--- src/hdl/lsk_pkg.sv ---
package lsk_pkg;

    // Array and element limits.
    localparam int MAX_ELEMENTS = 1024;
    localparam int VALUE_BITS   = 16;
    localparam int TABLE_SLOTS  = 2048;

    // Field widths.
    localparam int SUM_W  = 26;
    localparam int KEY_W  = SUM_W + 1;
    localparam int BEST_W = 11;
    localparam int POS_W  = $clog2(MAX_ELEMENTS);
    localparam int CNT_W  = $clog2(MAX_ELEMENTS + 1);

    // Stream widths, padded to whole bytes.
    localparam int IN_DATA_W  = ((VALUE_BITS + 7) / 8) * 8;
    localparam int OUT_DATA_W = ((BEST_W + 7) / 8) * 8;

    // One array never inserts more prefixes than it has elements, so the
    // chain needs no more cells than the smaller of the two limits.
    localparam int NUM_CELLS = (MAX_ELEMENTS < TABLE_SLOTS) ? MAX_ELEMENTS : TABLE_SLOTS;

    // Token that carries one element down the chain of cells.
    typedef struct packed {
        logic             valid;    // token holds an element
        logic             last;     // final element of the array
        logic             active;   // element was within capacity
        logic             eq;       // running sum equals the target
        logic             placed;   // prefix already stored or just inserted
        logic             hit;      // a stored prefix matched sum minus target
        logic [SUM_W-1:0] sum;      // running sum after this element
        logic [KEY_W-1:0] lkey;     // sum minus target, without wrap
        logic [POS_W-1:0] pos;      // position of this element
        logic [POS_W-1:0] hit_pos;  // first position of the matching prefix
    } lsk_token_t;

endpackage

--- src/hdl/lsk_cell.sv ---
module lsk_cell
    import lsk_pkg::*;
(
    input  logic       clk,
    input  logic       rst_n,
    input  logic       advance,
    input  lsk_token_t tok_in,
    output lsk_token_t tok_out
);

    logic             slot_valid_reg;
    logic             slot_valid_next;
    logic [SUM_W-1:0] key_reg;
    logic [SUM_W-1:0] key_next;
    logic [POS_W-1:0] first_pos_reg;
    logic [POS_W-1:0] first_pos_next;
    lsk_token_t       tok_reg;
    lsk_token_t       tok_next;
    logic             key_hit;
    logic             key_same;
    logic             clear_now;

    assign key_hit   = slot_valid_reg && ({key_reg[SUM_W-1], key_reg} == tok_in.lkey);
    assign key_same  = slot_valid_reg && (key_reg == tok_in.sum);
    assign clear_now = advance && tok_in.valid && tok_in.last;

    // Lookup against the stored prefix, then insert into the first free cell.
    always_comb
    begin
        tok_next        = tok_in;
        slot_valid_next = slot_valid_reg;
        key_next        = key_reg;
        first_pos_next  = first_pos_reg;
        if (tok_in.valid && tok_in.active)
        begin
            if (key_hit)
            begin
                tok_next.hit     = 1'b1;
                tok_next.hit_pos = first_pos_reg;
            end
            if (!tok_in.placed)
            begin
                if (key_same)
                begin
                    tok_next.placed = 1'b1;
                end
                else if (!slot_valid_reg)
                begin
                    slot_valid_next = 1'b1;
                    key_next        = tok_in.sum;
                    first_pos_next  = tok_in.pos;
                    tok_next.placed = 1'b1;
                end
            end
        end
        // The last element of an array empties every cell it passes.
        if (tok_in.valid && tok_in.last)
        begin
            slot_valid_next = 1'b0;
        end
    end

    always_ff @(posedge clk or negedge rst_n)
    begin
        if (!rst_n)
        begin
            slot_valid_reg <= 1'b0;
            tok_reg        <= '0;
        end
        else if (advance)
        begin
            slot_valid_reg <= slot_valid_next;
            tok_reg        <= tok_next;
        end
    end

    always_ff @(posedge clk)
    begin
        if (advance)
        begin
            key_reg       <= key_next;
            first_pos_reg <= first_pos_next;
        end
    end

    assign tok_out = tok_reg;

`ifndef SYNTHESIS
    // A last element leaves the cell empty behind it.
    assert property (@(posedge clk) disable iff (!rst_n)
        clear_now |=> !slot_valid_reg)
        else $error("cell not cleared after last element");

    // A stored prefix keeps its key and first position until the array ends.
    assert property (@(posedge clk) disable iff (!rst_n)
        slot_valid_reg && !clear_now |=>
            slot_valid_reg && $stable(key_reg) && $stable(first_pos_reg))
        else $error("stored prefix changed");
`endif

endmodule

--- config.mk ---
export PLATFORM = sky130hd
export DESIGN_NAME = lsk_cell
export DESIGN_NICKNAME = d
export VERILOG_FILES = /design/src/hdl/lsk_pkg.sv /design/src/hdl/lsk_cell.sv
export SDC_FILE = /design/constraint.sdc
export NUM_CORES = 1
export LEC_CHECK = 0
export ABC_AREA = 0
export BUFFER_PORTS_ARGS = -buffer_cell sky130_fd_sc_hd__buf_4
export CAP_MARGIN = 20
export CORE_MARGIN = 2
export CORE_UTILIZATION = 47
export CTS_BUF_LIST = sky130_fd_sc_hd__clkbuf_8
export CTS_CLUSTER_SIZE = 14
export DETAILED_ROUTE_END_ITERATION = 16
export PLACE_DENSITY = 0.85
export SYNTH_ARGS = -nofsm -noshare
export SYNTH_HDL_FRONTEND = slang
export SYNTH_SLANG_ARGS = --single-unit
export TNS_END_PERCENT = 30
--- constraint.sdc ---
create_clock -name clk -period 4.39 [get_ports clk]
set_input_delay 0.439 -clock clk [delete_from_list [all_inputs] [get_ports clk]]
set_output_delay 0.439 -clock clk [all_outputs]
set_load 0.03 [all_outputs]
---- Yosys cells after proc, flatten, opt, wreduce, memory -nomap -nowiden ----
Index checks and enable logic that the tools add are counted.
operators by class
  equal/unequal tests ..................... 4
  mux-type cells .......................... 11
  bitwise operators ....................... 3
  reductions and logical operators ........ 7
operator list
  operator                                                                 count
  27-bit == test                                                           1
  26-bit == test                                                           1
  10-bit two-way mux                                                       2
  1-bit two-way mux                                                        8
  5-bit AND reduction                                                      1
  1-bit logical AND                                                        4
  2-bit by 1-bit inequality test with 1-bit output, second input constant  2
  4-bit AND reduction                                                      1
  1-bit inverter                                                           3
  2-bit two-way mux                                                        1
  2-bit nonzero test                                                       1
word-level totals
  register bits after elaboration ......... 116
  input bits .............................. 82
  output and inout port bits .............. 79
  word-level logic and storage cells ...... 38

---- Longest topological paths before layout ----
  depth in word-level cells ............... 6
  depth in mapped cells ................... 6
  gate-level depth less buffers ........... 5

---- Worst setup path before layout ----
Ideal clock, no wire load.
  path kind ............................... input to register
  start ................................... input port advance
  end ..................................... register first_pos_reg[0] (enable)
  library setup time ...................... 474 ps
  arrival ................................. 3024 ps
  required time ........................... 3916 ps
  path slack .............................. 892 ps
  stages on the path ...................... 2
  cell sequence ........................... nand3_1 > nor3_1
between the ends
  cells in the longest elaborated chain, start to end .. 1
RTL lines
  element                        RTL line        source
  start: declaration             lsk_cell.sv:6   input logic advance,
  5-bit AND reduction (no line)  -
  end signal: assignment         lsk_cell.sv:82  first_pos_reg <= first_pos_next;
  end: declaration               lsk_cell.sv:15  logic [POS_W-1:0] first_pos_reg;
Every way passes these cells.
A chain may end at the register's enable or synchronous reset.

---- Worst setup path in the final report ----
  start ................................... register key_reg[25]
  end ..................................... register tok_reg (netlist bit tok_out[7])
between the ends
  cells in the longest elaborated chain, start to end .. 4
RTL lines
  element                   RTL line        source
  start: declaration        lsk_cell.sv:13  logic [SUM_W-1:0] key_reg;
  start signal: assignment  lsk_cell.sv:81  key_reg <= key_next;
  27-bit == test            lsk_cell.sv:23  assign key_hit = slot_valid_reg && ({key_reg[SUM_W-1], key_reg} == tok_in.lkey);
  1-bit logical AND         lsk_cell.sv:23
  10-bit two-way mux        lsk_cell.sv:36  if (key_hit)
  10-bit two-way mux        lsk_cell.sv:34  if (tok_in.valid && tok_in.active)
  end signal: assignment    lsk_cell.sv:73  tok_reg <= tok_next;
  end: declaration          lsk_cell.sv:17  lsk_token_t tok_reg;
Every way passes these cells.

==> flow_summary.toml <==
[cells_and_area]
diodes = 0
area_growth_pct = 38.4
register_area_sq_um = 3080
largest_reg_flops = 79
fillers = 722
final_nets = 571
fin_util_pct = 67.4
multi_input_area_sq_um = 1670
mostFrequentLayoutCells = "buf_4 (162), dfrtp_1 (80), mux2_2 (67), xnor2_1 (36), edfxtp_1 (36)"
mostFrequentLayoutCell = "buf_4"
drive_gt1_share_pct = 52.3

[placed_design]
place_congestion = 0.739
port_buffers = 160
preCtsSetupSlack_ns = 1.58
dpl.hpwl_microns = 8140

[status]
status = "completed"

[grt]
grt_pass1_wl_microns = 17500
grt-ovfl-total = 0
grt_pass1_vias = 3488
track_usage_pct = 20.6
grt_start_max_net_pins = 81
antenna_found_initial = 0

[synth]
synth_top_area_share_pct = 41.7
syn-num-nets = 400
syn_inst = 318
ys_types = 25
avgSynthCellArea_sq_um = 15.1
syn_area_sq_um = 4800
synth_top_cell_by_area = "dfrtp_1"
ys_ff_latch = 116
seq_area_frac_synth_pct = 64.2
synth_area_leaders = "dfrtp_1 (42%), edfxtp_1 (23%), mux2_2 (16%), xnor2_1 (6.6%), xor2_1 (2.7%)"
synth-warning-count = 0

[clock_network]
htreeDepth = 4
cts.reportedPaths.clkPinSlew_ns = 0.07
clock_sinks = 116
numCtsBuffers = 17
cts_buffer_depth = 2
root_buffer = "clkbuf_8"
clock_latency_ns = 0.41
cts_tree = "built"
post_cts_buffers = 0

[run]
cap_violations = 0

[pwr]
vdd_drop_max_v = 0.000293
power_leakage_nw = 2.83
powerDensity_nw_per_um2 = 437

[critical_path]
critPathRequiredTime_ns = 4.71
endpoint_kind = "flip-flop"
worst_ep_arrival_time_ns = 2.93
worstSetupPathType = "flip-flop to flip-flop"
cp_max_fo = 11
critPathLaunchType = "flip-flop"

[route]
wl_per_cell_microns = 17.4
drtIter0Drc = 99
wl_microns = 11000
viasPerCell = 5.07
drc = 0
first_pass_iters = 4
vias = 3215
drtAntennaViolNets = 0

[timing]
fin_skew_ns = 0.0141
setup_viol = 0
setup_ws_ns = 1.77
hold_viol = 0
slew_headroom_pct = 35.0
final.setup.tns_ns = 0
rsz0062_at_grt = "no"
maxSlewViolCount = 0
worstMarginPinSlew_ns = 0.967
period_minus_slack_ns = 2.62
fmax_ghz = 0.382
post-route-period-util_pct = 59.6

[floorplan]
die_x_microns = 105
io_pins = 161
dieHeight_microns = 105
initial_core_util_pct = 48.7
core_area_sq_um = 9860
die-area_sq_um = 11000
rows = 36

[worst_hold_path]
hold_class = "primary input to flip-flop"
[power breakdown]
| part | internal (mW) | switching, mW | total [mW] |
|---|---|---|---|
| Clock | 0.738 | 0.412 | 1.15 |
| Sequential | 1.20 | 0.0455 | 1.24 |
| Combinational | 0.228 | 0.285 | 0.513 |
| Total | 2.16 | 0.742 | 2.90 |
[final timing paths]
check                                   end  cells after the start         from  slack [ns]
min reg2reg                     tok_out[13]                      1  tok_out[13]        0.51
min                        first_pos_reg[2]                      1   tok_in[12]        0.21
max                              tok_out[7]                      5  key_reg[25]        1.77
max in group asynchronous       tok_out[46]                      3        rst_n        3.37
min in group asynchronous       tok_out[20]                      2        rst_n        0.41
max reg2reg                      tok_out[7]                      5  key_reg[25]        1.77
[final cells by class]
cell class | count | share of cell area [%]
Multi-Input combinational cell | 188 | 25.2
Inverter | 2 | 0.113
Clock inverter | 13 | 3.24
Clock buffer | 18 | 3.73
Sequential cell | 116 | 46.4
Timing Repair Buffer | 164 | 18.9
Tap cell | 133 | 2.50
[synth_stat cells]
cell      instances
o211ai_1          1
or3_1             1
nor3_1            2
o31a_2            1
a31oi_1           1
a21oi_1          20
nor4_2            1
nand3_1           4
edfxtp_1         36
or2_2             1
dfrtp_1          80
xnor2_1          36
mux2i_1          11
xor2_1           15
nor2b_1          10
buf_1             7
a211oi_1          1
clkbuf_1          4
inv_1             2
buf_6             1
a41oi_1           1
nor2_1            1
mux2_2           67
nand4_1          10
nor4_1            4
[worst max-delay path, cell delays in order, from the launching register on]
cell and delay, ns:
edfxtp_1 0.42, or3_1 0.38, a211oi_1 0.45, nand4_1 0.21
nor4_4 0.76, mux2i_1 0.30
[metrics by stage]
stage	power [mW]	hold slack [ns]	instances	area, sq um
CTS	2.93	0.187	632	6610
global placement	1.76	0.492	601	6150
floorplan	1.53	0.143	318	4800
detailed placement	1.78	0.496	601	6150
finish	2.90	0.214	634	6650
global route	3.01	0.189	634	6650
[layer usage]
layer	share of wire, %	routed length [microns]	vias up	GRT usage [%]
met5	0	0	-	0
met4	0.54	59	0	4.95
met3	7.6	840	7	7.30
met2	50	5470	129	34.4
met1	42	4650	1590	25.7
li1	-	-	1489	-
[logic make-up (layout without fill, tap and decap cells)]
family,Yosys count,count (layout),share of synthesized area (%)
AO/OA/AOI/OAI,25,25,2.92
multiplexers,78,78,18.0
XOR/XNOR,51,51,9.30
AND/OR/NAND/NOR,34,34,4.35
buffers and inverters,14,197,1.25
flip-flops,116,116,64.2
[timing repair]
item | in CTS | in global routing
gates resized for setup | 0 | 0
setup endpoints to repair | 0 | 0
hold endpoints to repair | 0 | 9
hold buffers | 0 | 1
Power figures use the tool's default switching activity.
