## src/hdl/lsk_pkg.sv

```systemverilog
package lsk_pkg;

    // Array and element limits.
    localparam int MAX_ELEMENTS = 1024;
    localparam int VALUE_BITS   = 16;
    localparam int TABLE_SLOTS  = 2048;

    // Field widths.
    localparam int SUM_W  = 26;
    localparam int KEY_W  = SUM_W + 1;
    localparam int BEST_W = 11;
    localparam int POS_W  = $clog2(MAX_ELEMENTS);
    localparam int CNT_W  = $clog2(MAX_ELEMENTS + 1);

    // Stream widths, padded to whole bytes.
    localparam int IN_DATA_W  = ((VALUE_BITS + 7) / 8) * 8;
    localparam int OUT_DATA_W = ((BEST_W + 7) / 8) * 8;

    // One array never inserts more prefixes than it has elements, so the
    // chain needs no more cells than the smaller of the two limits.
    localparam int NUM_CELLS = (MAX_ELEMENTS < TABLE_SLOTS) ? MAX_ELEMENTS : TABLE_SLOTS;

    // Token that carries one element down the chain of cells.
    typedef struct packed {
        logic             valid;    // token holds an element
        logic             last;     // final element of the array
        logic             active;   // element was within capacity
        logic             eq;       // running sum equals the target
        logic             placed;   // prefix already stored or just inserted
        logic             hit;      // a stored prefix matched sum minus target
        logic [SUM_W-1:0] sum;      // running sum after this element
        logic [KEY_W-1:0] lkey;     // sum minus target, without wrap
        logic [POS_W-1:0] pos;      // position of this element
        logic [POS_W-1:0] hit_pos;  // first position of the matching prefix
    } lsk_token_t;

endpackage

```

## src/hdl/lsk_front.sv

```systemverilog
module lsk_front
    import lsk_pkg::*;
(
    input  logic                  clk,
    input  logic                  rst_n,
    input  logic                  cfg_wr_en,
    input  logic [SUM_W-1:0]      cfg_wr_data,
    input  logic                  advance,
    input  logic                  in_valid,
    input  logic [VALUE_BITS-1:0] element_value,
    input  logic                  is_last,
    output lsk_token_t            tok_out
);

    logic [SUM_W-1:0] target_reg;
    logic [SUM_W-1:0] sum_reg;
    logic [SUM_W-1:0] sum_next;
    logic [CNT_W-1:0] cnt_reg;
    logic [CNT_W-1:0] cnt_next;
    lsk_token_t       tok_reg;
    lsk_token_t       tok_next;
    logic             accept;
    logic             active;
    logic [SUM_W-1:0] sum_new;
    logic [KEY_W-1:0] lkey;

    assign accept  = in_valid && advance;
    assign active  = (cnt_reg < CNT_W'(MAX_ELEMENTS));
    assign sum_new = sum_reg + {{(SUM_W - VALUE_BITS){element_value[VALUE_BITS-1]}},
                                element_value};
    assign lkey    = {sum_new[SUM_W-1], sum_new} - {target_reg[SUM_W-1], target_reg};

    // Target register; the user must write it only while the block is idle, as the block itself does not enforce this.
    always_ff @(posedge clk or negedge rst_n)
    begin
        if (!rst_n)
        begin
            target_reg <= '0;
        end
        else if (cfg_wr_en)
        begin
            target_reg <= cfg_wr_data;
        end
    end

    // Running sum, position count and the token sent into the chain.
    always_comb
    begin
        sum_next       = sum_reg;
        cnt_next       = cnt_reg;
        tok_next       = tok_reg;
        tok_next.valid = 1'b0;
        if (accept)
        begin
            tok_next.valid   = 1'b1;
            tok_next.last    = is_last;
            tok_next.active  = active;
            tok_next.eq      = active && (sum_new == target_reg);
            tok_next.placed  = 1'b0;
            tok_next.hit     = 1'b0;
            tok_next.sum     = sum_new;
            tok_next.lkey    = lkey;
            tok_next.pos     = cnt_reg[POS_W-1:0];
            tok_next.hit_pos = '0;
            if (active)
            begin
                sum_next = sum_new;
                cnt_next = cnt_reg + CNT_W'(1);
            end
            if (is_last)
            begin
                sum_next = '0;
                cnt_next = '0;
            end
        end
    end

    always_ff @(posedge clk or negedge rst_n)
    begin
        if (!rst_n)
        begin
            sum_reg <= '0;
            cnt_reg <= '0;
            tok_reg <= '0;
        end
        else if (advance)
        begin
            sum_reg <= sum_next;
            cnt_reg <= cnt_next;
            tok_reg <= tok_next;
        end
    end

    assign tok_out = tok_reg;

`ifndef SYNTHESIS
    // The position count never passes the capacity.
    assert property (@(posedge clk) disable iff (!rst_n)
        cnt_reg <= CNT_W'(MAX_ELEMENTS))
        else $error("position count beyond capacity");
`endif

endmodule

```

## config.mk

```make
export PLATFORM = sky130hd
export DESIGN_NAME = lsk_front
export DESIGN_NICKNAME = d
export VERILOG_FILES = /design/src/hdl/lsk_pkg.sv /design/src/hdl/lsk_front.sv
export SDC_FILE = /design/constraint.sdc
export NUM_CORES = 1
export LEC_CHECK = 0
export BUFFER_PORTS_ARGS = -buffer_cell sky130_fd_sc_hd__buf_2
export CAP_MARGIN = 0
export CORE_MARGIN = 10
export CORE_UTILIZATION = 50
export CTS_CLUSTER_SIZE = 25
export DETAILED_ROUTE_END_ITERATION = 16
export MAX_ROUTING_LAYER = met4
export PLACE_DENSITY = 0.72
export SLEW_MARGIN = 15
export SYNTH_ARGS = -nofsm -noshare
export SYNTH_HDL_FRONTEND = slang
export SYNTH_SLANG_ARGS = --single-unit
```

## constraint.sdc

```tcl
create_clock -name clk -period 5.35 [get_ports clk]
set_clock_uncertainty 0.2 [all_clocks]
set_input_delay 1.07 -clock clk [delete_from_list [all_inputs] [get_ports clk]]
set_output_delay 1.07 -clock clk [all_outputs]
set_load 0.03 [all_outputs]
```

Yosys cells after proc, flatten, opt, wreduce, memory -nomap -nowiden
Index checks and enable logic that the tools add are counted.
Word-level totals
  flip-flop bits (word level): 130
  output and inout bits: 79
  logic and storage cells: 25
Operators by class
  $add $sub $neg: 3
  magnitude comparators: 1
  equal/unequal tests: 1
  muxes and demuxes: 5
  reduce and logical (&&, ||, !) cells: 5
Operators with widths (count)
  $mux 79: 1
  $mux 26: 2
  $sub 26x26->27: 1
  $add 26x26->26: 1
  $eq 26x26->1: 1
  $mux 11: 2
  $add 11x1->11 const B: 1
  $lt 11x11->1 const B: 1
  $reduce_and 3->1: 1
  $logic_and 1x1->1: 2
  $reduce_and 2->1: 1
  $reduce_bool 2->1: 1

Logic depth before layout (Yosys ltp)
  depth after elaboration: 4
  gate-level depth with buffers: 18

Worst setup path before layout
No wires, ideal clock.
  kind: input to register
  from: input port element_value[0]
  to: register tok_reg, in the netlist tok_out[43]
  library setup time: 0.132 ns
  arrival: 4.472 ns
  data required time: 5.018 ns
  slack: 0.546 ns
  stages on the path: 17
  buffers on the path: 1
  path through: ha_1 > fa_1 > a21o_1 > a21oi_1 > o21ai_1 > a211oi_1 > nor2_1 > a211oi_1 > xnor2_1 > ha_1 > clkbuf_1 > nand3_1 > or3_1 > o21ai_1 > a31oi_1 > xor2_1 > o21ai_1
On the way
  word-level cells in the longest chain between the ends: 2
Ends and longest elaborated chain
  from (decl): RTL line lsk_front.sv:10  | input logic [VALUE_BITS-1:0] element_value,
  $add 26x26->26: RTL line lsk_front.sv:29  | assign sum_new = sum_reg + {{(SUM_W - VALUE_BITS){element_value[VALUE_BITS-1]}},
  via sum_new[16]: RTL line lsk_front.sv:24  | logic [SUM_W-1:0] sum_new;
  $sub 26x26->27: RTL line lsk_front.sv:31  | assign lkey = {sum_new[SUM_W-1], sum_new} - {target_reg[SUM_W-1], target_reg};
  to (signal assigned): RTL line lsk_front.sv:90  | tok_reg <= tok_next;
  to (decl): RTL line lsk_front.sv:20  | lsk_token_t tok_reg;
The timed path passes the listed nets, and every way through them passes these cells.
A chain may end at the register's enable or synchronous reset.

Worst setup path in the final report
  from: input port element_value[0]
  to: register tok_reg, in the netlist tok_out[46]
The elaborated chain is that of the path after synthesis.

==> flow_summary_export.csv <==
group,metric,value,unit
synth,synth_top_cell_by_area,"dfrtp_1",
synth,synthesis.area,7640,um2
setup_path,crit_fanout,7,
cts,cts_tree,"done",
layout,num-nets-final,1045,
synth,synth_top_family_by_area,"compound AO/OA/AOI/OAI gates",
synth,synthSimpleGateAreaFrac,15.2,%
layout,fin_util,59.1,%
synth,synth_compound_area_share,20.9,%
timing,setup_slack,0.464,ns
synth,synthXorXnorAreaFrac,5.68,%
timing,period_share,91.3,%
floorplan,initial_utilization,50.6,%
setup_path,criticalPathCategory,"in -> reg",
floorplan,die_y,144,um
synth,synth_top_flop_cell,"dfrtp_1",
power_and_ir_drop,p_per_area,746,nW/um2
global_routing,grt_pass1_vias,6237,
synth,synth_seq_area_share,42.6,%
timing,relSlewSlack,43.7,%
global_routing,overflow,0,
layout,largest_reg_flops,67,
setup_path,r2r_slack,0.84,ns
timing,holdWs,0.264,ns
flow_run,maxCapViolCount,0,
cts,cts-htree-levels,4,
synth,ys_ff_latch,130,
cts,cts_buffers,17,
cts,clkSlewWorstSetupHoldPaths,0.05,ns
global_routing,antenna_found_initial,1,
power_and_ir_drop,leakage,4.56,nW
cts,hold_buffers,0,
setup_path,r2r_start,"sum_reg[0]",
floorplan,ios,127,
layout,area_growth,16.8,%
cts,clock_path_buffers,2,
floorplan,die_w,144,um
synth,synth_area_leaders,"dfrtp_1 43%, ha_1 8.5%, nand2_1 8.1%",
timing,final_max_slew_viol_count,0,
synth,synthDistinctLibCells,65,
drt,vias,6413,
layout,nFillCells,1369,
power_and_ir_drop,p_total,6.65,mW
power_and_ir_drop,ir_worst_vdd,0.000421,V
global_routing,grt_pass1_wl,32.2,mm
synth,yosys-mux-area-fraction,1.75,%
setup_path,regToRegEndpoint,"tok_out[46]",
synth,synth_edf_count,0,
drt,viasPerCell,5.62,
timing,max_freq,205,MHz
synth,synth_adder_area_share,9.04,%
cts,ctsResizeCount,0,
hold_path,worstHoldPathCells,2,
place,dpl.hpwl,14.9,mm
layout,mostFrequentLayoutCells,"163 x nand2_1, 130 x dfrtp_1, 113 x buf_2",
hold_path,hold_path_end,"tok_out[14]",
status,status,"finished, final reports clean",
synth,synth-async-reset-ratio,100,%
drt,wl_per_cell,17.6,um
drt,dr.pass1.iters,5,
cts,post_cts_buffers,0,
cts,clk_latency,0.42,ns
floorplan,core-area,15100,um2
cts,clkSinkCount,130,
synth,synth_top_area_share,42.6,%
global_routing,grt_max_degree,69,
timing,tightest_slew,0.845,ns
timing,tns,0,ns
timing,post-route-min-period,4.89,ns
floorplan,placementRows,45,
synth,yosysWarnings,0,
setup_path,ff2ff_path_depth,17,
layout,layout_commonest_cell,"nand2_1",
drt,antenna_left,0,
synth,synth_cells,835,
place,io_buffers,114,
cts,root_buffer,"clkbuf_16",
timing,rsz0062_at_grt,"false",
setup_path,worstPathRequired,5.50,ns
layout,drive_above_1_share,18.8,%
global_routing,groute.usage.overall,20.4,%
setup_path,worstPathArrival,5.04,ns
hold_path,hold_start,"tok_out[14]",
place,post-place-ws,0.119,ns
timing,hold_viol,0,
place,gp_congestion,0.929,
synth,synth.avg_cell_area,9.15,um2
drt,drt_iter0_drc,455,
drt,wl,20.1,mm
setup_path,start_kind,"input port",
drt,drc,0,
timing,setup_viol,0,
floorplan,die_area,20600,um2
hold_path,holdCritPathClass,"reg -> reg",
setup_path,endpoint_kind,"register",
-- worst max-delay path by stage --
| stage | cells after the start | start | end | slack, ns |
|---|---|---|---|---|
| 6_report | 18 | element_value[0] | tok_out[46] | 0.46 |
| 3_5_place_dp | 17 | element_value[0] | tok_out[43] | 0.12 |
| 5_1_grt | 17 | element_value[0] | tok_out[43] | 0.08 |
| 3_3_place_gp | 17 | element_value[0] | tok_out[43] | 0.27 |
| 4_1_cts | 18 | element_value[0] | tok_out[46] | 0.50 |
| 2_1_floorplan | 17 | element_value[0] | tok_out[43] | 0.55 |
-- per-stage QoR --
stage,instances,cell area [um2]
2_1_floorplan,846,7680
3_3_place_gp,1112,8360
3_5_place_dp,1112,8360
4_1_cts,1140,8920
5_1_grt,1141,8920
6_report,1141,8920
-- logic make-up (layout without fill, tap and decap cells) --
logic type               count (synthesis)  after routing
buffers and inverters                   85            191
flip-flops                             130            130
AND/OR/NAND/NOR                        266            266
adder cells (fa/ha/maj)                 54             54
XOR/XNOR                                48             48
AO/OA/AOI/OAI                          239            239
multiplexers                            12             12
other                                    1             13
-- Yosys cell counts, types with 7 or more instances --
cell type and count:
xnor2_1 26, nand4_1 9, dfrtp_1 130, inv_1 37, nor2_1 35, a21oi_1 48, a211oi_1 7, mux2_2 11
xor2_1 21, ha_1 52, a22o_1 24, nor3_1 8, nand3_1 12, o21ai_1 20, a31oi_1 9, nand2_1 164
clkbuf_1 34, or3_1 7, o21ai_0 55, a21o_1 34, buf_4 12
-- worst max-delay path, cell delays in order --
cell       delay [ns]
buf_2            0.10
ha_1             0.23
fa_1             0.41
a21o_1           0.19
a21oi_1          0.26
o21ai_1          0.15
a211oi_1         0.43
or3_1            0.23
nor2b_1          0.17
xnor2_1          0.22
ha_1             0.38
inv_1            0.12
o21bai_1         0.08
a21oi_1          0.19
o21ai_0          0.10
a2111oi_0        0.45
o41ai_1          0.16
o21ai_1          0.10
-- final cells by class --
| type | instances | area [um2] | share of cell area [%] |
|---|---|---|---|
| inverters | 38 | 143 | 1.60 |
| multi-input cells | 631 | 4080 | 45.7 |
| flip-flops and latches | 130 | 3250 | 36.5 |
| repair buffers | 125 | 656 | 7.35 |
| well taps | 188 | 235 | 2.64 |
| clock buffers | 22 | 474 | 5.32 |
| diodes | 1 | 2.50 | 0.0281 |
| clock inverters | 6 | 82.6 | 0.926 |
-- layer usage --
| metal | part of all wire [%] | global-route usage (%) | wire [um] | vias up |
|---|---|---|---|---|
| met5 | 0 | - | 0 | - |
| met4 | 1.5 | 6.88 | 298 | 0 |
| met3 | 6.0 | 4.85 | 1210 | 24 |
| met2 | 48 | 32.7 | 9700 | 187 |
| met1 | 44 | 24.9 | 8860 | 3078 |
| li1 | - | - | - | 3124 |
-- power by group --
group	switching (mW)	internal [mW]
registers	0.174	1.30
logic	2.51	1.56
clock network	0.403	0.708
No activity file was read; power rests on OpenSTA's default activity.
