<file path="config.mk">
export PLATFORM = sky130hd
export DESIGN_NAME = lsk_back
export DESIGN_NICKNAME = d
export VERILOG_FILES = /design/src/hdl/lsk_pkg.sv /design/src/hdl/lsk_back.sv
export SDC_FILE = /design/constraint.sdc
export NUM_CORES = 1
export LEC_CHECK = 0
export BUFFER_PORTS_ARGS = -buffer_cell sky130_fd_sc_hd__buf_2
export CAP_MARGIN = 20
export CORE_MARGIN = 5
export CORE_UTILIZATION = 43
export DETAILED_ROUTE_END_ITERATION = 10
export GPL_TIMING_DRIVEN = 0
export PLACE_DENSITY = 0.7
export SETUP_SLACK_MARGIN = 0.4
export SLEW_MARGIN = 20
export SYNTH_ARGS = -nofsm -noshare
export SYNTH_HDL_FRONTEND = slang
export SYNTH_SLANG_ARGS = --single-unit
</file>
<file path="constraint.sdc">
create_clock -name clk -period 5.2 [get_ports clk]
set_clock_uncertainty 0.05 [all_clocks]
set_input_delay 0.26 -clock clk [delete_from_list [all_inputs] [get_ports clk]]
set_output_delay 0.26 -clock clk [all_outputs]
set_load 0.005 [all_outputs]
</file>
<file path="src/hdl/lsk_pkg.sv">
package lsk_pkg;

    // Array and element limits.
    localparam int MAX_ELEMENTS = 1024;
    localparam int VALUE_BITS   = 16;
    localparam int TABLE_SLOTS  = 2048;

    // Field widths.
    localparam int SUM_W  = 26;
    localparam int KEY_W  = SUM_W + 1;
    localparam int BEST_W = 11;
    localparam int POS_W  = $clog2(MAX_ELEMENTS);
    localparam int CNT_W  = $clog2(MAX_ELEMENTS + 1);

    // Stream widths, padded to whole bytes.
    localparam int IN_DATA_W  = ((VALUE_BITS + 7) / 8) * 8;
    localparam int OUT_DATA_W = ((BEST_W + 7) / 8) * 8;

    // One array never inserts more prefixes than it has elements, so the
    // chain needs no more cells than the smaller of the two limits.
    localparam int NUM_CELLS = (MAX_ELEMENTS < TABLE_SLOTS) ? MAX_ELEMENTS : TABLE_SLOTS;

    // Token that carries one element down the chain of cells.
    typedef struct packed {
        logic             valid;    // token holds an element
        logic             last;     // final element of the array
        logic             active;   // element was within capacity
        logic             eq;       // running sum equals the target
        logic             placed;   // prefix already stored or just inserted
        logic             hit;      // a stored prefix matched sum minus target
        logic [SUM_W-1:0] sum;      // running sum after this element
        logic [KEY_W-1:0] lkey;     // sum minus target, without wrap
        logic [POS_W-1:0] pos;      // position of this element
        logic [POS_W-1:0] hit_pos;  // first position of the matching prefix
    } lsk_token_t;

endpackage

</file>
<file path="src/hdl/lsk_back.sv">
module lsk_back
    import lsk_pkg::*;
(
    input  logic              clk,
    input  logic              rst_n,
    input  lsk_token_t        tok_in,
    output logic              advance,
    output logic              out_valid,
    input  logic              out_ready,
    output logic [BEST_W-1:0] best_length,
    output logic              array_done,
    output logic              capacity_overflow
);

    logic [CNT_W-1:0]  longest_reg;
    logic [CNT_W-1:0]  longest_next;
    logic              ovf_reg;
    logic              ovf_next;
    logic              out_valid_reg;
    logic              out_valid_next;
    logic [BEST_W-1:0] out_best_reg;
    logic              out_last_reg;
    logic              out_ovf_reg;
    logic [CNT_W-1:0]  len_eq;
    logic [CNT_W-1:0]  len_hit;
    logic [CNT_W-1:0]  best_a;
    logic [CNT_W-1:0]  best;
    logic              ovf_new;
    logic              take;

    // The chain moves whenever the output register can take a beat.
    assign advance = !out_valid_reg || out_ready;
    assign take    = advance && tok_in.valid;

    // Candidate lengths from the target match and the prefix match.
    assign len_eq  = tok_in.eq ? CNT_W'(tok_in.pos) + CNT_W'(1) : '0;
    assign len_hit = tok_in.hit ? CNT_W'(tok_in.pos - tok_in.hit_pos) : '0;
    assign best_a  = (len_eq > longest_reg) ? len_eq : longest_reg;
    assign best    = (len_hit > best_a) ? len_hit : best_a;
    assign ovf_new = ovf_reg || !tok_in.active || !tok_in.placed;

    // Running best and overflow flag, cleared after the last element.
    always_comb
    begin
        longest_next   = longest_reg;
        ovf_next       = ovf_reg;
        out_valid_next = out_valid_reg;
        if (advance)
        begin
            out_valid_next = tok_in.valid;
        end
        if (take)
        begin
            longest_next = tok_in.last ? '0 : best;
            ovf_next     = tok_in.last ? 1'b0 : ovf_new;
        end
    end

    always_ff @(posedge clk or negedge rst_n)
    begin
        if (!rst_n)
        begin
            longest_reg   <= '0;
            ovf_reg       <= 1'b0;
            out_valid_reg <= 1'b0;
        end
        else
        begin
            longest_reg   <= longest_next;
            ovf_reg       <= ovf_next;
            out_valid_reg <= out_valid_next;
        end
    end

    always_ff @(posedge clk)
    begin
        if (take)
        begin
            out_best_reg <= BEST_W'(best);
            out_last_reg <= tok_in.last;
            out_ovf_reg  <= ovf_new;
        end
    end

    assign out_valid         = out_valid_reg;
    assign best_length       = out_best_reg;
    assign array_done        = out_last_reg;
    assign capacity_overflow = out_ovf_reg;

`ifndef SYNTHESIS
    // Within one array the best length never shrinks.
    assert property (@(posedge clk) disable iff (!rst_n)
        take && !tok_in.last |=> longest_reg >= $past(longest_reg))
        else $error("best length decreased within an array");

    // The beat that ends an array leaves the running state cleared.
    assert property (@(posedge clk) disable iff (!rst_n)
        take && tok_in.last |=> longest_reg == '0 && !ovf_reg)
        else $error("array state not cleared after last element");
`endif

endmodule

</file>
# Word-level counts from Yosys, hierarchy flattened
# Cells that the tools add are included.
# Widths: inputs -> output; s select.
dict set report op_classes {
  addsub 2
  multipliers 0
  div 0
  n_lt_le_gt_ge 2
  eq_ne 0
  shifts 0
  n_mux 6
  n_bitwise 0
  n_reduce_logical 7
}
# operator n
set op_table {}
lappend op_table {{$mux 11} 5}
lappend op_table {{$gt 11x11->1} 2}
lappend op_table {{$add 10x1->11 const B} 1}
lappend op_table {{$sub 10x10->11} 1}
lappend op_table {{$logic_not 1->1} 3}
lappend op_table {{$logic_or 1x1->1} 3}
lappend op_table {{$logic_and 1x1->1} 1}
lappend op_table {{$mux 1} 1}
dict set report totals {
  ff_bits 26
  latch_bits 0
  ramBits 0
  romBits 0
  inputBits 82
  output_inout_bits 15
  elab_cells 23
  mem_count 0
}

# Logic depth before layout (Yosys ltp)
dict set report logic_depth {
  depth_word 7
  depth_mapped 25
}

# Worst setup path before layout
# Ideal clock, no wire load.
dict set report synth_timing {
  path_kind {input to register}
  startpoint {in tok_in[12] (netlist name)}
  endpoint {reg out_best_reg[1], in the netlist best_length[1] (data pin)}
  arrival_ps 4248
  required_time_ps 4883
  path_slack_ps 635
  path_stages 22
  n_path_buf 1
  cell_sequence {nand3_1 nor2_1 and3_1 nand4_1 xor2_1 nor2_1 ha_1 and3_1 or4bb_1 nand3_1 nor2_1 a22oi_4 nand2_4 mux2i_1 ha_1 a21o_1 a21o_1 a21o_1 a211oi_1 a21o_1 clkbuf_1 a21oi_1}
}
dict set report synth_via {
  elab_chain_cells 6
  elab_cells_between_ends 8
  classes_between {add/sub: 2; order compare: 2; mux: 4}
}
# element line_no
set synth_rtl {}
lappend synth_rtl {{from (decl)} lsk_back.sv:6} ;# input lsk_token_t tok_in,
lappend synth_rtl {{$add 10x1->11} lsk_back.sv:36} ;# assign len_eq = tok_in.eq ? CNT_W'(tok_in.pos) + CNT_W'(1) : '0;
lappend synth_rtl {{$mux 11} lsk_back.sv:36}
lappend synth_rtl {{$gt 11x11->1} lsk_back.sv:38} ;# assign best_a = (len_eq > longest_reg) ? len_eq : longest_reg;
lappend synth_rtl {{$mux 11} lsk_back.sv:38}
lappend synth_rtl {{$gt 11x11->1} lsk_back.sv:39} ;# assign best = (len_hit > best_a) ? len_hit : best_a;
lappend synth_rtl {{$mux 11 *} lsk_back.sv:39}
lappend synth_rtl {{named net best[1]} lsk_back.sv:27} ;# logic [CNT_W-1:0] best;
lappend synth_rtl {{to (signal assigned)} lsk_back.sv:79} ;# out_best_reg <= BEST_W'(best);
lappend synth_rtl {{to (decl)} lsk_back.sv:21} ;# logic [BEST_W-1:0] out_best_reg;
# Mark *: on every way through the listed nets, which the timed path passes. The rest lies on a longest branch.
# A chain may end at the register's enable or synchronous reset.

# Worst setup path after layout
dict set report layout_timing {
  startpoint {in tok_in[12] (netlist name)}
  endpoint {reg longest_reg[9]}
}
dict set report layout_via {
  elab_chain_cells 7
  elab_cells_between_ends 9
  classes_between {add/sub: 2; order compare: 2; mux: 5}
}
# element line_no
set layout_rtl {}
lappend layout_rtl {{$add 10x1->11} lsk_back.sv:36}
lappend layout_rtl {{$mux 11} lsk_back.sv:36}
lappend layout_rtl {{$gt 11x11->1} lsk_back.sv:38}
lappend layout_rtl {{$mux 11} lsk_back.sv:38}
lappend layout_rtl {{$gt 11x11->1} lsk_back.sv:39}
lappend layout_rtl {{$mux 11 *} lsk_back.sv:39}
lappend layout_rtl {{$mux 11 *} lsk_back.sv:54} ;# longest_next = tok_in.last ? '0 : best;
lappend layout_rtl {{to (signal assigned)} lsk_back.sv:69} ;# longest_reg <= longest_next;
lappend layout_rtl {{to (decl)} lsk_back.sv:15} ;# logic [CNT_W-1:0] longest_reg;
# Every way passes the cells marked *; elsewhere a longest branch is shown, timed or not.

==> results.txt <==
----------------------------------------------------
[Critical path]
  Worst Path Arrival ... 4.75 ns
  CP required ... 5.33 ns
  Worst setup path class ... in2reg
  Critical path endpoint category ... flop
  Category of the worst setup path launch point ... primary input
  Worst-path maximum fanout ... 7

[Die]
  Initial cell density of the core ... 0.437
  Chip Height ... 86.8 microns
  Core region area ... 5820 sq um
  Floorplan die width ... 86.8 microns
  Site Rows ... 28
  DIE AREA ... 7540 sq um
  I/O pin cnt ... 97

[Timing]
  Hold Violations, Final ... 0
  Worst rel slew slack ... 0.508
  Worst Tran Pin Value ... 0.729 ns
  Final min period ... 4.62 ns
  Maximum clock rate ... 216 MHz
  RSZ-0062 raised after global routing ... yes
  Fin crit share ... 0.889
  Number of pins exceeding their max-slew limit in the final report ... 0
  Total setup violations reported at the end of the flow ... 0

[Yosys]
  Syn_area_per_cell ... 8.91 sq um
  Dominant register cell in the synthesized netlist ... sky130_fd_sc_hd__edfxtp_1
  Share of Yosys cell area claimed by the top area cell type ... 0.154
  Count of cell types in the netlist ... 58
  Dominant cells by area after synthesis ... sky130_fd_sc_hd__edfxtp_1 (15%), sky130_fd_sc_hd__ha_1 (15%), sky130_fd_sc_hd__dfrtp_1 (13%)
  Post-Synthesis Cells ... 285
  Post-synthesis instance area ... 2540 sq um
  Yosys warnings ... 0
  Number of enable flip-flop cells after synthesis ... 13
  Post-Synthesis Net Count ... 399
  Cell type with the highest aggregate area in the netlist ... sky130_fd_sc_hd__edfxtp_1
  Synthesized flop and latch total ... 26
  Share of the yosys chip area belonging to registers ... 0.282
  Proportion of register bits with asynchronous set or reset after synthesis ... 0.500

[Pwr]
  Leakage power summed over all cells ... 1.40 nW
  Switching power as a share of total power ... 0.405
  Part of the total power dissipated in combinational logic ... 0.616
  Switch Pwr ... 0.513 mW
  Clock network power share ... 0.134
  Cell-internal power ... 0.755 mW
  Tot Pwr ... 1.27 mW
  Fraction of power consumed by sequential logic ... 0.250
  Worst-case vdd ir drop ... 0.168 mV
  Power density normalized to cell area ... 413 nW/um^2

[Detailed routing]
  Drt initial violations ... 134
  Routed wire length ... 6060 microns
  Average routed wire per standard cell ... 14.6 microns
  Antenna-violating nets left ... 0
  Post-detailed-route via-to-cell ratio ... 5.51
  Length of the first detailed-routing pass in iterations ... 4
  DRC ... 0
  Count of vias placed by the detailed router ... 2,283

[Place]
  Dpl hpwl ... 4770 microns
  Count of buffers inserted at the top-level ports ... 43
  RD Place Congestion ... 0.864
  Placed inst area ... 2850 sq um

[Cells and area]
  Share of layout cells above drive strength 1 ... 0.245
  Total non-filler cell area in the finished layout ... 3070 sq um
  Area delta synth->final ... 21.0%
  Final nets ... 454
  Antenna cells ... 0

[CTS]
  Clock edge transition at the registers on the reported setup and hold paths ... 0.09 ns
  CTS tree ... yes
  Clock Path Buffers ... 2
  Number of clock sinks ... 26
  Maximum level of the CTS H-tree ... 1
  Clock Tree Root ... sky130_fd_sc_hd__clkbuf_8
  TritonCTS buffer count ... 3
  Clock latency of the later-clocked register in the worst-skew pair ... 0.27 ns

[Min path]
  Class of the worst hold path ... in2reg

[GRT]
  Initial antenna violation count ... 0
  Number of global-route vias before repair ... 2,178
  Wire length of the first global-routing pass ... 9910 microns
  Global-route congestion overflow total ... 0
  Maximum number of pins on one net before global-route repair ... 16
  Overall fraction of global-route tracks in use ... 0.163

[Run status]
  Result of the run ... finished clean

[Flow run]
  MaxCap Viol Count ... 0

----------------------------------------------------
-- cell type report --
class                   instances  area [sq um]
clock inverters                 1          30.0
clock buffers                   3          41.3
fillers                       574          2740
flip-flops and latches         26           716
inverters                      34           128
plain buffers                   4          26.3
well taps                      75          93.8
multi-input cells             221          1770
repair buffers                 50           273
-- power groups by stage --
| stage | clock network, mW | registers [mW] | logic [mW] |
|---|---|---|---|
| after floorplan | 0 | 0.319 | 0.492 |
| after global placement | 0 | 0.319 | 0.636 |
| after detailed placement | 0 | 0.319 | 0.648 |
| after CTS | 0.169 | 0.316 | 0.686 |
| after global routing | 0.175 | 0.326 | 0.862 |
| final | 0.170 | 0.318 | 0.781 |
-- layer usage --
| layer | share of wire | wire length (microns) | track usage |
|---|---|---|---|
| met5 | 0 | 0 | 0 |
| met1 | 0.44 | 2680 | 0.228 |
| met4 | 0.021 | 130 | 0.0581 |
| met3 | 0.065 | 391 | 0.00951 |
| met2 | 0.47 | 2850 | 0.265 |
-- path summary, 6_finish.rpt --
check / cells past startpoint / slack (ns) / to / from
min in group asynchronous: 2 / 0.35 / longest_reg[0]$_DFFE_PN0P_ / rst_n
max: 23 / 0.58 / longest_reg[9]$_DFFE_PN0P_ / tok_in[12]
max in group asynchronous: 2 / 4.51 / longest_reg[4]$_DFFE_PN0P_ / rst_n
min reg2reg: 2 / 0.44 / ovf_reg$_DFFE_PN0P_ / ovf_reg$_DFFE_PN0P_
min: 2 / 0.13 / out_valid$_DFFE_PN0N_ / tok_in[78]
max reg2reg: 17 / 1.07 / longest_reg[9]$_DFFE_PN0P_ / longest_reg[8]$_DFFE_PN0P_
-- what timing repair did --
action | 4_1_cts | 5_1_grt
hold endpoints to repair | 13 | 0
endpoints found under the setup margin | 18 | 22
hold buffers | 1 | 0
pin swaps | 1 | 5
gates cloned | 0 | 1
buffers inserted | 1 | 4
resized for setup | 7 | 27
-- layout by cell type, fill, tap and decap left out, types with 4 or more instances in the layout --
cell type / n
sky130_fd_sc_hd__a21o_1: 6
sky130_fd_sc_hd__a21oi_1: 18
sky130_fd_sc_hd__a32oi_1: 4
sky130_fd_sc_hd__and2_1: 7
sky130_fd_sc_hd__buf_2: 42
sky130_fd_sc_hd__buf_4: 7
sky130_fd_sc_hd__dfrtp_1: 13
sky130_fd_sc_hd__edfxtp_1: 13
sky130_fd_sc_hd__ha_1: 30
sky130_fd_sc_hd__inv_1: 33
sky130_fd_sc_hd__mux2i_1: 10
sky130_fd_sc_hd__nand2_1: 15
sky130_fd_sc_hd__nand2b_1: 6
sky130_fd_sc_hd__nand3_1: 9
sky130_fd_sc_hd__nand4_1: 5
sky130_fd_sc_hd__nor2_1: 23
sky130_fd_sc_hd__o21ai_0: 6
sky130_fd_sc_hd__o21ai_1: 7
sky130_fd_sc_hd__xnor2_1: 6
sky130_fd_sc_hd__xor2_1: 6
-- metrics by stage --
| stage | std cells | hold WS [ns] | TNS (ns) | utilization | setup WS (ns) |
|---|---|---|---|---|---|
| 3_3_place_gp | 403 | 0.120 | -0.0809 | 0.490 | -0.0277 |
| 4_1_cts | 409 | 0.138 | 0 | 0.510 | 0.406 |
| 2_1_floorplan | 285 | -0.0856 | 0 | - | 0.635 |
| 6_report | 414 | 0.133 | 0 | 0.528 | 0.578 |
| 5_1_grt | 414 | 0.139 | 0 | 0.528 | 0.337 |
| 3_5_place_dp | 403 | 0.121 | -0.699 | 0.490 | -0.0628 |
-- critical path: stages --
cell,delay [ns]
sky130_fd_sc_hd__clkbuf_4,0.15
sky130_fd_sc_hd__nand3_2,0.10
sky130_fd_sc_hd__nor2_2,0.11
sky130_fd_sc_hd__and3_4,0.20
sky130_fd_sc_hd__nand4_1,0.11
sky130_fd_sc_hd__xor2_1,0.20
sky130_fd_sc_hd__nor2_2,0.08
sky130_fd_sc_hd__ha_1,0.30
sky130_fd_sc_hd__and3_4,0.20
sky130_fd_sc_hd__or4bb_1,0.44
sky130_fd_sc_hd__and3_1,0.24
sky130_fd_sc_hd__a22oi_4,0.20
sky130_fd_sc_hd__nand2_4,0.13
sky130_fd_sc_hd__mux2i_4,0.26
sky130_fd_sc_hd__ha_4,0.24
sky130_fd_sc_hd__a21o_1,0.18
sky130_fd_sc_hd__a21o_1,0.17
sky130_fd_sc_hd__a21o_1,0.21
sky130_fd_sc_hd__a211oi_2,0.32
sky130_fd_sc_hd__a21o_1,0.19
sky130_fd_sc_hd__buf_6,0.15
sky130_fd_sc_hd__nor2_1,0.06
sky130_fd_sc_hd__o32ai_1,0.25
-- cells by family (layout without fill, tap and decap cells) --
| logic type | after synthesis | count (layout) | share of synthesized area |
|---|---|---|---|
| compound gates | 71 | 71 | 0.195 |
| simple gates | 91 | 91 | 0.198 |
| flops | 26 | 26 | 0.282 |
| buf+inv | 38 | 92 | 0.0577 |
| mux | 15 | 15 | 0.0660 |
| fa+ha+maj | 32 | 32 | 0.161 |
| xor+xnor | 12 | 12 | 0.0414 |
-- cells in the mapped netlist (2+ instances only) --
| cell | number |
|---|---|
| sky130_fd_sc_hd__nor2b_1 | 2 |
| sky130_fd_sc_hd__mux2i_1 | 13 |
| sky130_fd_sc_hd__o211ai_1 | 2 |
| sky130_fd_sc_hd__a21oi_1 | 19 |
| sky130_fd_sc_hd__a32oi_1 | 4 |
| sky130_fd_sc_hd__edfxtp_1 | 13 |
| sky130_fd_sc_hd__clkbuf_1 | 3 |
| sky130_fd_sc_hd__xnor2_1 | 6 |
| sky130_fd_sc_hd__nand3b_1 | 2 |
| sky130_fd_sc_hd__nand2_1 | 16 |
| sky130_fd_sc_hd__nor4_1 | 2 |
| sky130_fd_sc_hd__dfrtp_1 | 13 |
| sky130_fd_sc_hd__ha_1 | 31 |
| sky130_fd_sc_hd__nand2b_1 | 6 |
| sky130_fd_sc_hd__inv_1 | 33 |
| sky130_fd_sc_hd__o31ai_1 | 2 |
| sky130_fd_sc_hd__nand3_1 | 11 |
| sky130_fd_sc_hd__nand4_1 | 5 |
| sky130_fd_sc_hd__a21boi_0 | 2 |
| sky130_fd_sc_hd__and2_1 | 7 |
| sky130_fd_sc_hd__and3_1 | 3 |
| sky130_fd_sc_hd__a211o_1 | 2 |
| sky130_fd_sc_hd__o41ai_1 | 2 |
| sky130_fd_sc_hd__o21a_1 | 2 |
| sky130_fd_sc_hd__nor2_1 | 25 |
| sky130_fd_sc_hd__o21ai_0 | 13 |
| sky130_fd_sc_hd__a22oi_1 | 3 |
| sky130_fd_sc_hd__xor2_1 | 6 |
| sky130_fd_sc_hd__nor3b_1 | 3 |
| sky130_fd_sc_hd__a21o_1 | 6 |
(Power assumes the default switching activity.)
